[src/hdl/fpla_pkg.sv]
// Free page list allocator: shared types and constants.
// No dependencies.
`default_nettype none

package fpla_pkg;

    localparam int PAGE_W = 10;
    localparam int CNT_W  = 11;
    localparam int ST_W   = 3;
    localparam int FN_W   = 2;

    localparam logic [CNT_W-1:0] PAGE_COUNT_RST = 11'd1024;

    localparam logic [FN_W-1:0] FN_ALLOC = 2'd0;
    localparam logic [FN_W-1:0] FN_FREE  = 2'd1;
    localparam logic [FN_W-1:0] FN_QUERY = 2'd2;

    localparam logic [ST_W-1:0] ST_DONE     = 3'd0;
    localparam logic [ST_W-1:0] ST_EMPTY    = 3'd1;
    localparam logic [ST_W-1:0] ST_FREE     = 3'd2;
    localparam logic [ST_W-1:0] ST_NOT_FREE = 3'd3;
    localparam logic [ST_W-1:0] ST_ALREADY  = 3'd4;
    localparam logic [ST_W-1:0] ST_ERROR    = 3'd5;

    typedef enum logic [3:0] {
        S_IDLE  = 4'b0001,
        S_WALK  = 4'b0010,
        S_ALLOC = 4'b0100,
        S_OUT   = 4'b1000
    } t_state;

    typedef struct packed {
        logic is_zero;
        logic in_range;
        logic hit;
        logic over;
    } t_chk;

endpackage

`default_nettype wire

[src/hdl/fpla_check.sv]
// Shared page check unit: range check, zero, match and step-limit compare.
// Depends on fpla_pkg.
`default_nettype none

module fpla_check #(
    parameter int PAGES = 1024
) (
    input  wire logic [fpla_pkg::PAGE_W-1:0] i_cur,
    input  wire logic [fpla_pkg::PAGE_W-1:0] i_page,
    input  wire logic [fpla_pkg::CNT_W-1:0]  i_visited,
    input  wire logic [fpla_pkg::CNT_W-1:0]  i_page_count,
    output fpla_pkg::t_chk                   o_chk
);

    localparam logic [16:0] PagesW = 17'(PAGES);

    always_comb begin
        o_chk.is_zero  = (i_cur == '0);
        o_chk.in_range = (fpla_pkg::CNT_W'(i_cur) < i_page_count) && (17'(i_cur) < PagesW);
        o_chk.hit      = (i_cur == i_page);
        o_chk.over     = (i_visited >= i_page_count);
    end

endmodule

`default_nettype wire
[config.mk]
export PLATFORM = sky130hd
export DESIGN_NAME = fpla_check
export DESIGN_NICKNAME = d
export VERILOG_FILES = /design/src/hdl/fpla_pkg.sv /design/src/hdl/fpla_check.sv
export SDC_FILE = /design/constraint.sdc
export NUM_CORES = 1
export LEC_CHECK = 0
export BUFFER_PORTS_ARGS = -buffer_cell sky130_fd_sc_hd__buf_2
export CORE_UTILIZATION = 42
export DETAILED_ROUTE_END_ITERATION = 12
export GPL_TIMING_DRIVEN = 0
export PLACE_DENSITY_LB_ADDON = 0.12
export SLEW_MARGIN = 20
export SYNTH_ARGS = -nofsm -noshare
export SYNTH_HDL_FRONTEND = slang
export SYNTH_SLANG_ARGS = --single-unit
[constraint.sdc]
create_clock -name vclk -period 1.6
set_input_delay 0.24 -clock vclk [all_inputs]
set_output_delay 0.24 -clock vclk [all_outputs]
set_load 0.01 [all_outputs]
# == Word level (Yosys, flattened, before mapping) ==
# Index checks and enable logic that the tools add are counted.
# W data, S select, Z words.
# word_totals
regBits,0
wordCells,4
# op_classes
magnitude_cmp,2
eq_ne,1
n_reduce_logical,1
# ops
operator,count
$ge A11 B11 Y1,1
$lt A10 B11 Y1,1
$eq A10 B10 Y1,1
$logic_not A10 Y1,1

# == Depth between registers and ports, before layout ==
# Gate-level depths: netlist of run 1.
# depth
ltp_word,1
mapped_depth,6

# == Worst setup path before layout of run 1 ==
# Ideal clock, no wire load.
# synth_timing
path_type,input port to output port
start,in i_page_count[5] (netlist bit)
end,out o_chk[0] (netlist bit)
arrival_time_ns,1.225
t_required_ns,1.360
slack_ns,0.135
stages,6
path_buffers,0
path_cell_list,inv_1 ha_1 a21o_1 a221oi_1 o21a_1 o21ai_1
# synth_lines
element,line,text
"start, declared",fpla_check.sv:11,"input wire logic [fpla_pkg::CNT_W-1:0] i_page_count,"
"end, declared",fpla_check.sv:12,output fpla_pkg::t_chk o_chk

==> flow_metrics.env, run 1 <==
export IMPL_grt_remaining_overflow=0
export IMPL_wirelength_um=1542
export IMPL_syn_area_um2=594.3
export IMPL_slew_headroom_pct=87.00
export IMPL_muxShareOfSynthArea_pct=0
export IMPL_syn_inst=73
export IMPL_pin_count=46
export IMPL_synth_xor_area_share_pct=14.74
export IMPL_syn_nets=135
export IMPL_initial_core_util_pct=45.67
export IMPL_ys_warn_count=0
export IMPL_synth_adder_area_share_pct=42.11
export IMPL_crit_fanout=2
export IMPL_via_per_inst=5.148
export IMPL_hold_depth=3
export IMPL_synthSimpleGateAreaFrac_pct=16.42
export IMPL_path_class="in -> out"
export IMPL_cp_slowest_cell="a221oi_2"
export IMPL_crit_path_start_kind="input port"
export IMPL_synth_compound_area_share_pct=19.79
export IMPL_ys_top_cells_by_count="20 x ha_1, 11 x inv_1, 8 x xnor2_1"
export IMPL_grt_usage_pct=19.39
export IMPL_status="complete, no violations"
export IMPL_grt_max_degree=4
export IMPL_route_detailed_drc=0
export IMPL_cts_hold_fix_buffers=0
export IMPL_grt_pass1_vias=551
export IMPL_dr_pass1_iters=2
export IMPL_arrival_ns=1.35
export IMPL_grt_setup_unrepaired="true"
export IMPL_cp_required_ns=1.36
export IMPL_cp_slowest_stage_delay_ns=0.23
export IMPL_diodes=0
export IMPL_port_buffers=46
export IMPL_avgSynthCellArea_um2=8.141
export IMPL_finalSetupTns_ns=0
export IMPL_postLayoutCoreUtil_pct=73.37
export IMPL_synth_top_area_cell="ha_1"
export IMPL_cap_violations=0
export IMPL_ant_nets=0
export IMPL_hold_ws_ns=0.7807
export IMPL_ys_seq_area_share_pct=0
export IMPL_design_seq_count=0
export IMPL_synth_top_family_by_area="adder cells"
export IMPL_num_vias=695
export IMPL_fin_nets=184
export IMPL_crit_path_frequent_cell="buf_2"
export IMPL_synth_top_area_share_pct=42.11
export IMPL_drt_iter0_drc=7
export IMPL_max_freq_mhz=629.0
export IMPL_pwr_density_cell_nw_per_um2=248.3
export IMPL_ys_types=23
export IMPL_fp_coreArea_um2=1301
export IMPL_gp_routability_congestion=0.6595
export IMPL_fin_crit_sh_pct=99.37
export IMPL_die_width_um=39.62
export IMPL_min_from="i_cur[3]"
export IMPL_syn_to_final_growth_pct=60.63
export IMPL_antenna_found_initial=0
export IMPL_clkbuf_count=0
export IMPL_p_leak_nw=0.5127
export IMPL_drive_gt1_share_pct=50.83
export IMPL_design_area_um2=954.7
export IMPL_post_drt_wl_per_cell_um=11.42
export IMPL_grt_pass1_wl_um=2111
export IMPL_yosysMostFrequentCell="ha_1"
export IMPL_path_cells="buf_2, inv_4, ha_4, and3_4, a221oi_2, o21a_1, o21ai_1, buf_2"
export IMPL_critPathCaptureType="primary output"
export IMPL_rows=13
export IMPL_dpl_cell_area_um2=843.3
export IMPL_hold_path_class="in -> out"
export IMPL_tightest_slew_ns=0.1933
export IMPL_synthTopCellsByArea="ha_1 42%, xnor2_1 12%, inv_1 6.9%, a21o_1 6.3%, a21oi_1 4.2%"
export IMPL_setup_viol=0
export IMPL_whs_endpoint="o_chk[3]"
export IMPL_dieArea_um2=1569
export IMPL_hpwl_um=1243
export IMPL_seq_area_um2=0
export IMPL_vdd_drop_max_uv=151.0
export IMPL_finalCriticalPeriod_ns=1.590
export IMPL_dieHeight_um=39.62
export IMPL_drv_slew=0
export IMPL_hold_viol_final=0
cell families after synthesis:
family,Yosys count
buffers and inverters,11
AND/OR/NAND/NOR,14
XOR/XNOR,10
AO/OA/AOI/OAI,18
adder cells (fa/ha/maj),20
metal layers:
| layer | wire length, um | track usage, % | up-vias | share of wire [%] |
|---|---|---|---|---|
| li1 | - | - | 372 | - |
| met1 | 633 | 23.33 | 291 | 41 |
| met2 | 789 | 39.34 | 30 | 51 |
| met3 | 110 | 0 | 2 | 7.1 |
| met4 | 8 | 0 | 0 | 0.52 |
| met5 | 0 | 0 | - | 0 |
layout make-up:
class | count | area [um^2]
fillers | 110 | 346.6
inverters | 11 | 51.30
multi-input cells | 62 | 630.6
well taps | 15 | 18.77
repair buffers | 47 | 254.0
worst max-delay path: cells and delay by family:
kind / cells / cell delay [ns]
AOI/OAI and AO/OA: 3 / 0.44
adders and majority gates: 1 / 0.20
buffers and inverters: 3 / 0.32
and+or+nand+nor: 1 / 0.15
per-stage QoR:
stage                     std cells  total power (W)  setup WS (ns)
after floorplan                  73        0.0001107         0.1350
after global placement          134        0.0001938        -0.1155
after detailed placement        134        0.0001988        -0.1178
after CTS                       135        0.0002154       0.002053
after global routing            135        0.0002699        -0.1040
final                           135        0.0002371        0.01009
timing repair:
item,in CTS,in global routing
setup buffers,1,0
gates cloned,0,0
pin swaps,2,9
endpoints found under the setup margin,1,2
resized for setup,7,13
power by group:
part / switching [W] / leakage [nW] / internal (W)
Clock: 0 / 0 / 0
Sequential: 0 / 0 / 0
Combinational: 0.000106 / 0.513 / 0.000131
worst max path at each step:
stage | start | end | slack (ns) | cells after the start
6_report | i_page_count[6] | o_chk[0] | 0.01 | 8
5_1_grt | i_page_count[6] | o_chk[0] | -0.10 | 8
4_1_cts | i_page_count[6] | o_chk[0] | 0.002 | 8
3_5_place_dp | i_page_count[5] | o_chk[0] | -0.12 | 8
3_3_place_gp | i_page_count[5] | o_chk[0] | -0.12 | 8
2_1_floorplan | i_page_count[5] | o_chk[0] | 0.13 | 6
layout by cell type (no fill, tap or decap), drive strengths merged:
cell / synthesis / routed
buf: 0 / 47
ha: 20 / 20
inv: 11 / 11
xnor2: 8 / 8
a21o: 5 / 5
a21oi: 5 / 5
nand4: 4 / 4
xor2: 2 / 2
nand2b: 2 / 2
o21a: 2 / 2
o21ai: 2 / 2
or4: 2 / 2
nor4: 2 / 2
a31oi: 1 / 1
nand2: 1 / 1
and4: 1 / 1
nor2: 1 / 1
a211oi: 1 / 1
and3: 1 / 1
o211ai: 1 / 1
a221oi: 1 / 1
(Power assumes the default switching activity.)
==> run 2: changes to the inputs <==
--- a/config.mk
+++ b/config.mk
@@ -10,7 +10,8 @@
 export DETAILED_ROUTE_END_ITERATION = 12
 export GPL_TIMING_DRIVEN = 0
 export PLACE_DENSITY_LB_ADDON = 0.12
-export SLEW_MARGIN = 20
+export SETUP_SLACK_MARGIN = 0.15
+export SLEW_MARGIN = 25
 export SYNTH_ARGS = -nofsm -noshare
 export SYNTH_HDL_FRONTEND = slang
 export SYNTH_SLANG_ARGS = --single-unit
==> flow_metrics.env, run 2 (synthesis results as in run 1) <==
export IMPL_cp_top_family="compound AO/OA/AOI/OAI gates"
export IMPL_port_buffers=46
export IMPL_gp_routability_congestion=0.7179
export IMPL_vdd_drop_max_uv=159.0
export IMPL_fp_coreArea_um2=1301
export IMPL_met1_usage_pct=26.67
export IMPL_hold_depth=3
export IMPL_max_freq_mhz=632.2
export IMPL_cp_slowest_stage_delay_ns=0.21
export IMPL_design_seq_count=0
export IMPL_initial_core_util_pct=45.67
export IMPL_hpwl_um=1243
export IMPL_path_class="in -> out"
export IMPL_diodes=0
export IMPL_dpl_cell_count=134
export IMPL_die_width_um=39.62
export IMPL_grt_remaining_overflow=0
export IMPL_cp_depth=8
export IMPL_dieArea_um2=1569
export IMPL_p_leak_nw=0.5453
export IMPL_layout_cells_non_filler=137
export IMPL_route_detailed_drc=0
export IMPL_setup_viol=0
export IMPL_grt_pass1_wl_um=2477
export IMPL_ant_nets=0
export IMPL_drv_slew=0
export IMPL_crit_fanout=2
export IMPL_dpl_cell_area_um2=853.3
export IMPL_arrival_ns=1.34
export IMPL_multiInputGateArea_um2=698.2
export IMPL_cp_buffers_inverters=3
export IMPL_status="complete, no violations"
export IMPL_pin_count=46
export IMPL_cp_required_ns=1.36
export IMPL_cp_slowest_cell="ha_4"
export IMPL_finalCriticalPeriod_ns=1.582
export IMPL_pwr_density_cell_nw_per_um2=261.9
export IMPL_grt_pass1_vias=633
export IMPL_seq_area_um2=0
export IMPL_startpoint="i_page_count[8]"
export IMPL_fin_nets=186
export IMPL_via_per_inst=5.372
export IMPL_layout_common_cells="37 x buf_2, 12 x ha_1, 8 x xnor2_1, 8 x ha_4, 7 x buf_6"
export IMPL_dieHeight_um=39.62
export IMPL_hold_path_class="in -> out"
export IMPL_grt_setup_unrepaired="true"
export IMPL_slew_headroom_pct=87.20
export IMPL_endpoint="o_chk[0]"
export IMPL_cap_violations=0
export IMPL_num_vias=736
export IMPL_grt_usage_pct=22.43
export IMPL_dr_pass1_iters=2
export IMPL_post_drt_wl_per_cell_um=13.97
export IMPL_layout_commonest_cell="buf_2"
export IMPL_grt_busiest_layer="met2"
export IMPL_hold_viol_final=0
export IMPL_clkbuf_count=0
export IMPL_rows=13
export IMPL_drt_iter0_drc=1
export IMPL_crit_path_start_kind="input port"
export IMPL_use_met2_pct=43.44
export IMPL_fin_crit_sh_pct=98.86
export IMPL_drive_gt1_share_pct=59.02
export IMPL_syn_to_final_growth_pct=82.11
export IMPL_grt_max_degree=4
export IMPL_nFillCells=85
export IMPL_critPathCaptureType="primary output"
export IMPL_wirelength_um=1914
export IMPL_cts_hold_fix_buffers=0
export IMPL_design_area_um2=1082
export IMPL_antenna_found_initial=0
export IMPL_tightest_slew_ns=0.1906
export IMPL_path_cells="buf_2, inv_2, ha_4, a21o_1, a21o_1, a21oi_2, o21ai_2, buf_2"
export IMPL_use_met3_pct=1.136
==> run 2: cell types whose count changed in the layout (fill, tap and decap cells not counted), moves of 2 or more <==
cell and delta:
buf_2 -7, buf_6 +6, ha_1 -3, ha_4 +3
a21oi_1 -2, a21oi_2 +2, buf_4 +2
==> run 2: where the power goes <==
| part | switching, W | internal [W] |
|---|---|---|
| combinational | 0.000126 | 0.000157 |
| clock | 0 | 0 |
| sequential | 0 | 0 |
| total | 0.000126 | 0.000157 |
==> run 2: layer usage <==
layer	vias to the layer above	routed length, um
met5	-	0
met4	0	37
met3	4	96
met2	34	1021
met1	327	758
li1	371	-
==> run 2: repair_timing <==
action / CTS / global route
setup buffers: 2 / 1
pin swaps: 12 / 7
gates resized for setup: 23 / 18
endpoints found under the setup margin: 3 / 4
==> run 2: layout make-up <==
cell class                 instances  share of cell area (%)
tap                               15                   1.734
timing repair buffer              49                   29.25
inverter                          11                   4.509
multi-input combinational         62                   64.51
==> run 2: worst min-delay path by stage <==
stage	slack, ns	start	endpoint
finish	0.76	i_cur[2]	o_chk[3]
detailed placement	0.79	i_cur[3]	o_chk[3]
floorplan	0.51	i_cur[2]	o_chk[3]
global placement	0.78	i_cur[2]	o_chk[3]
global route	0.77	i_cur[2]	o_chk[3]
CTS	0.79	i_cur[3]	o_chk[3]
==> run 2: per-stage QoR <==
| step | power (W) | setup TNS, ns | hold WS, ns | util (%) | setup slack [ns] |
|---|---|---|---|---|---|
| 2_1_floorplan | 0.0001163 | 0 | 0.5138 | - | 0.1606 |
| 3_3_place_gp | 0.0001992 | -0.09576 | 0.7762 | 65.58 | -0.09576 |
| 4_1_cts | 0.0002452 | 0 | 0.7868 | 76.54 | 0.02262 |
| 3_5_place_dp | 0.0002047 | -0.1182 | 0.7883 | 65.58 | -0.1182 |
| 6_report | 0.0002834 | 0 | 0.7605 | 83.17 | 0.01816 |
| 5_1_grt | 0.0003134 | -0.03271 | 0.7708 | 83.17 | -0.03271 |
==> run 3: changes to the inputs <==
--- a/config.mk
+++ b/config.mk
@@ -5,8 +5,10 @@
 export SDC_FILE = /design/constraint.sdc
 export NUM_CORES = 1
 export LEC_CHECK = 0
+export ABC_AREA = 1
 export BUFFER_PORTS_ARGS = -buffer_cell sky130_fd_sc_hd__buf_2
-export CORE_UTILIZATION = 42
+export CORE_ASPECT_RATIO = 1.2
+export CORE_UTILIZATION = 46
 export DETAILED_ROUTE_END_ITERATION = 12
 export GPL_TIMING_DRIVEN = 0
 export PLACE_DENSITY_LB_ADDON = 0.12
==> flow_metrics.env, run 3 <==
export IMPL_layout_cells_non_filler=196
export IMPL_fin_crit_sh_pct=91.70
export IMPL_hold_path_class="in -> out"
export IMPL_arrival_ns=1.23
export IMPL_wirelength_um=2776
export IMPL_synth_xor_area_share_pct=5.882
export IMPL_critPathCaptureType="primary output"
export IMPL_postLayoutCoreUtil_pct=87.68
export IMPL_ys_seq_area_share_pct=0
export IMPL_pwr_density_cell_nw_per_um2=272.7
export IMPL_post_drt_wl_per_cell_um=14.16
export IMPL_grt_max_degree=4
export IMPL_antenna_found_initial=0
export IMPL_synth_compound_area_share_pct=5.042
export IMPL_cap_violations=0
export IMPL_muxShareOfSynthArea_pct=0
export IMPL_p_leak_nw=0.7016
export IMPL_dr_pass1_iters=4
export IMPL_pin_count=46
export IMPL_port_buffers=46
export IMPL_crit_path_frequent_cell="nand2_1"
export IMPL_layout_commonest_cell="buf_2"
export IMPL_syn_inst=133
export IMPL_drive_gt1_share_pct=45.81
export IMPL_syn_to_final_growth_pct=74.62
export IMPL_post_cts_setup_buffer_count=0
export IMPL_grt_remaining_overflow=0
export IMPL_setup_viol=0
export IMPL_dpl_cell_area_um2=996.0
export IMPL_ys_top_cells_by_count="41 x nand2_1, 27 x inv_1, 20 x ha_1"
export IMPL_synth_top_family_by_area="simple AND/OR/NAND/NOR gates"
export IMPL_synth_top_area_cell="ha_1"
export IMPL_via_per_inst=5.189
export IMPL_finalCriticalPeriod_ns=1.467
export IMPL_dpl_cell_count=196
export IMPL_finalSetupTns_ns=0
export IMPL_drt_iter0_drc=27
export IMPL_hpwl_um=1532
export IMPL_syn_area_um2=744.5
export IMPL_cp_slowest_cell="ha_4"
export IMPL_crit_fanout=2
export IMPL_initial_core_util_pct=50.21
export IMPL_ys_warn_count=0
export IMPL_path_class="in -> out"
export IMPL_syn_nets=195
export IMPL_path_cells="buf_2, inv_4, ha_4, nand2_1, nand2_1, nand3_1, nand2_1, nand2_1, nand3_1, buf_2"
export IMPL_num_vias=1017
export IMPL_fp_coreArea_um2=1483
export IMPL_synth_adder_area_share_pct=33.61
export IMPL_ys_types=15
export IMPL_fin_nets=243
export IMPL_tightest_slew_ns=0.1848
export IMPL_cp_required_ns=1.36
export IMPL_hold_depth=4
export IMPL_grt_pass1_vias=736
export IMPL_status="complete, no violations"
export IMPL_ant_nets=0
export IMPL_startpoint="i_page_count[4]"
export IMPL_dieHeight_um=46.07
export IMPL_min_from="i_cur[0]"
export IMPL_design_area_um2=1300
export IMPL_grt_usage_pct=19.53
export IMPL_seq_area_um2=0
export IMPL_max_freq_mhz=681.6
export IMPL_synthTopCellsByArea="ha_1 34%, nand2_1 21%, inv_1 14%, nor2_1 9.1%, xor2_1 5.9%"
export IMPL_drv_slew=0
export IMPL_slew_headroom_pct=87.64
export IMPL_design_seq_count=0
export IMPL_synth_top_area_share_pct=33.61
export IMPL_crit_path_start_kind="input port"
export IMPL_vdd_drop_max_uv=176.0
export IMPL_synthSimpleGateAreaFrac_pct=40.84
export IMPL_rows=15
export IMPL_grt_setup_unrepaired="true"
export IMPL_dieArea_um2=1784
export IMPL_cp_slowest_stage_delay_ns=0.26
export IMPL_die_width_um=38.73
export IMPL_avgSynthCellArea_um2=5.597
export IMPL_route_detailed_drc=0
export IMPL_yosysMostFrequentCell="nand2_1"
export IMPL_whs_endpoint="o_chk[3]"
export IMPL_clkbuf_count=0
export IMPL_diodes=0
export IMPL_grt_pass1_wl_um=2587
export IMPL_layout_common_cells="37 x buf_2, 36 x nand2_1, 18 x inv_1"
export IMPL_hold_viol_final=0
export IMPL_gp_routability_congestion=0.8100
-- run 3: per-layer routing --
| layer | part of all wire (%) | GRT usage (%) | vias to the layer above |
|---|---|---|---|
| met5 | 0 | 0 | - |
| met2 | 55 | 41.67 | 43 |
| met4 | 4.0 | 0 | 0 |
| li1 | - | - | 502 |
| met1 | 36 | 21.80 | 462 |
| met3 | 4.6 | 0 | 10 |
-- run 3: through the flow --
step	power [W]	setup WS [ns]	hold WS, ns
after floorplan	0.0001366	0.3570	0.6136
after global placement	0.0002211	0.1362	0.8433
after detailed placement	0.0002294	0.1339	0.8460
after CTS	0.0002357	0.1459	0.8463
after global routing	0.0003845	0.09961	0.8894
final	0.0003546	0.1328	0.8488
-- run 3: how the worst max path moves through the flow --
stage | endpoint | slack (ns)
after global routing | o_chk[0] | 0.1
final | o_chk[0] | 0.13
after CTS | o_chk[0] | 0.15
after global placement | o_chk[2] | 0.14
after detailed placement | o_chk[0] | 0.13
after floorplan | o_chk[2] | 0.36
-- run 3: power by group --
| group | switching, W | internal [W] | total, W | leakage, nW |
|---|---|---|---|---|
| combinational | 0.000180 | 0.000175 | 0.000355 | 0.702 |
| sequential | 0 | 0 | 0 | 0 |
| clock | 0 | 0 | 0 | 0 |
| total | 0.000180 | 0.000175 | 0.000355 | 0.702 |
-- run 3: kinds of logic (layout without fill, tap and decap cells) --
family                     Yosys count  in the layout
and+or+nand+nor                     72             72
AOI/OAI and AO/OA                    7              7
buffers and inverters               29             75
adders and majority gates           20             20
xor gates and xnor gates             5              5
-- run 3: area by class of cell --
cell class	instances	area, um^2
Fill cell	75	182.7
Inverter	29	131.4
Multi-Input combinational cell	104	857.1
Tap cell	17	21.27
Timing Repair Buffer	46	290.3
-- run 3: what timing repair did --
| item | 4_1_cts | 5_1_grt |
|---|---|---|
| endpoints found under the hold margin | 0 | 0 |
| pin swaps | 1 | 21 |
| setup endpoints to repair | 2 | 2 |
| hold buffers | 0 | 0 |
| gates resized for setup | 2 | 53 |
-- run 3: worst max-delay path, delay by kind of cell --
kind                       cells  cell delay, ns
buffers and inverters          3            0.29
adders and majority gates      1            0.26
and+or+nand+nor                6            0.44
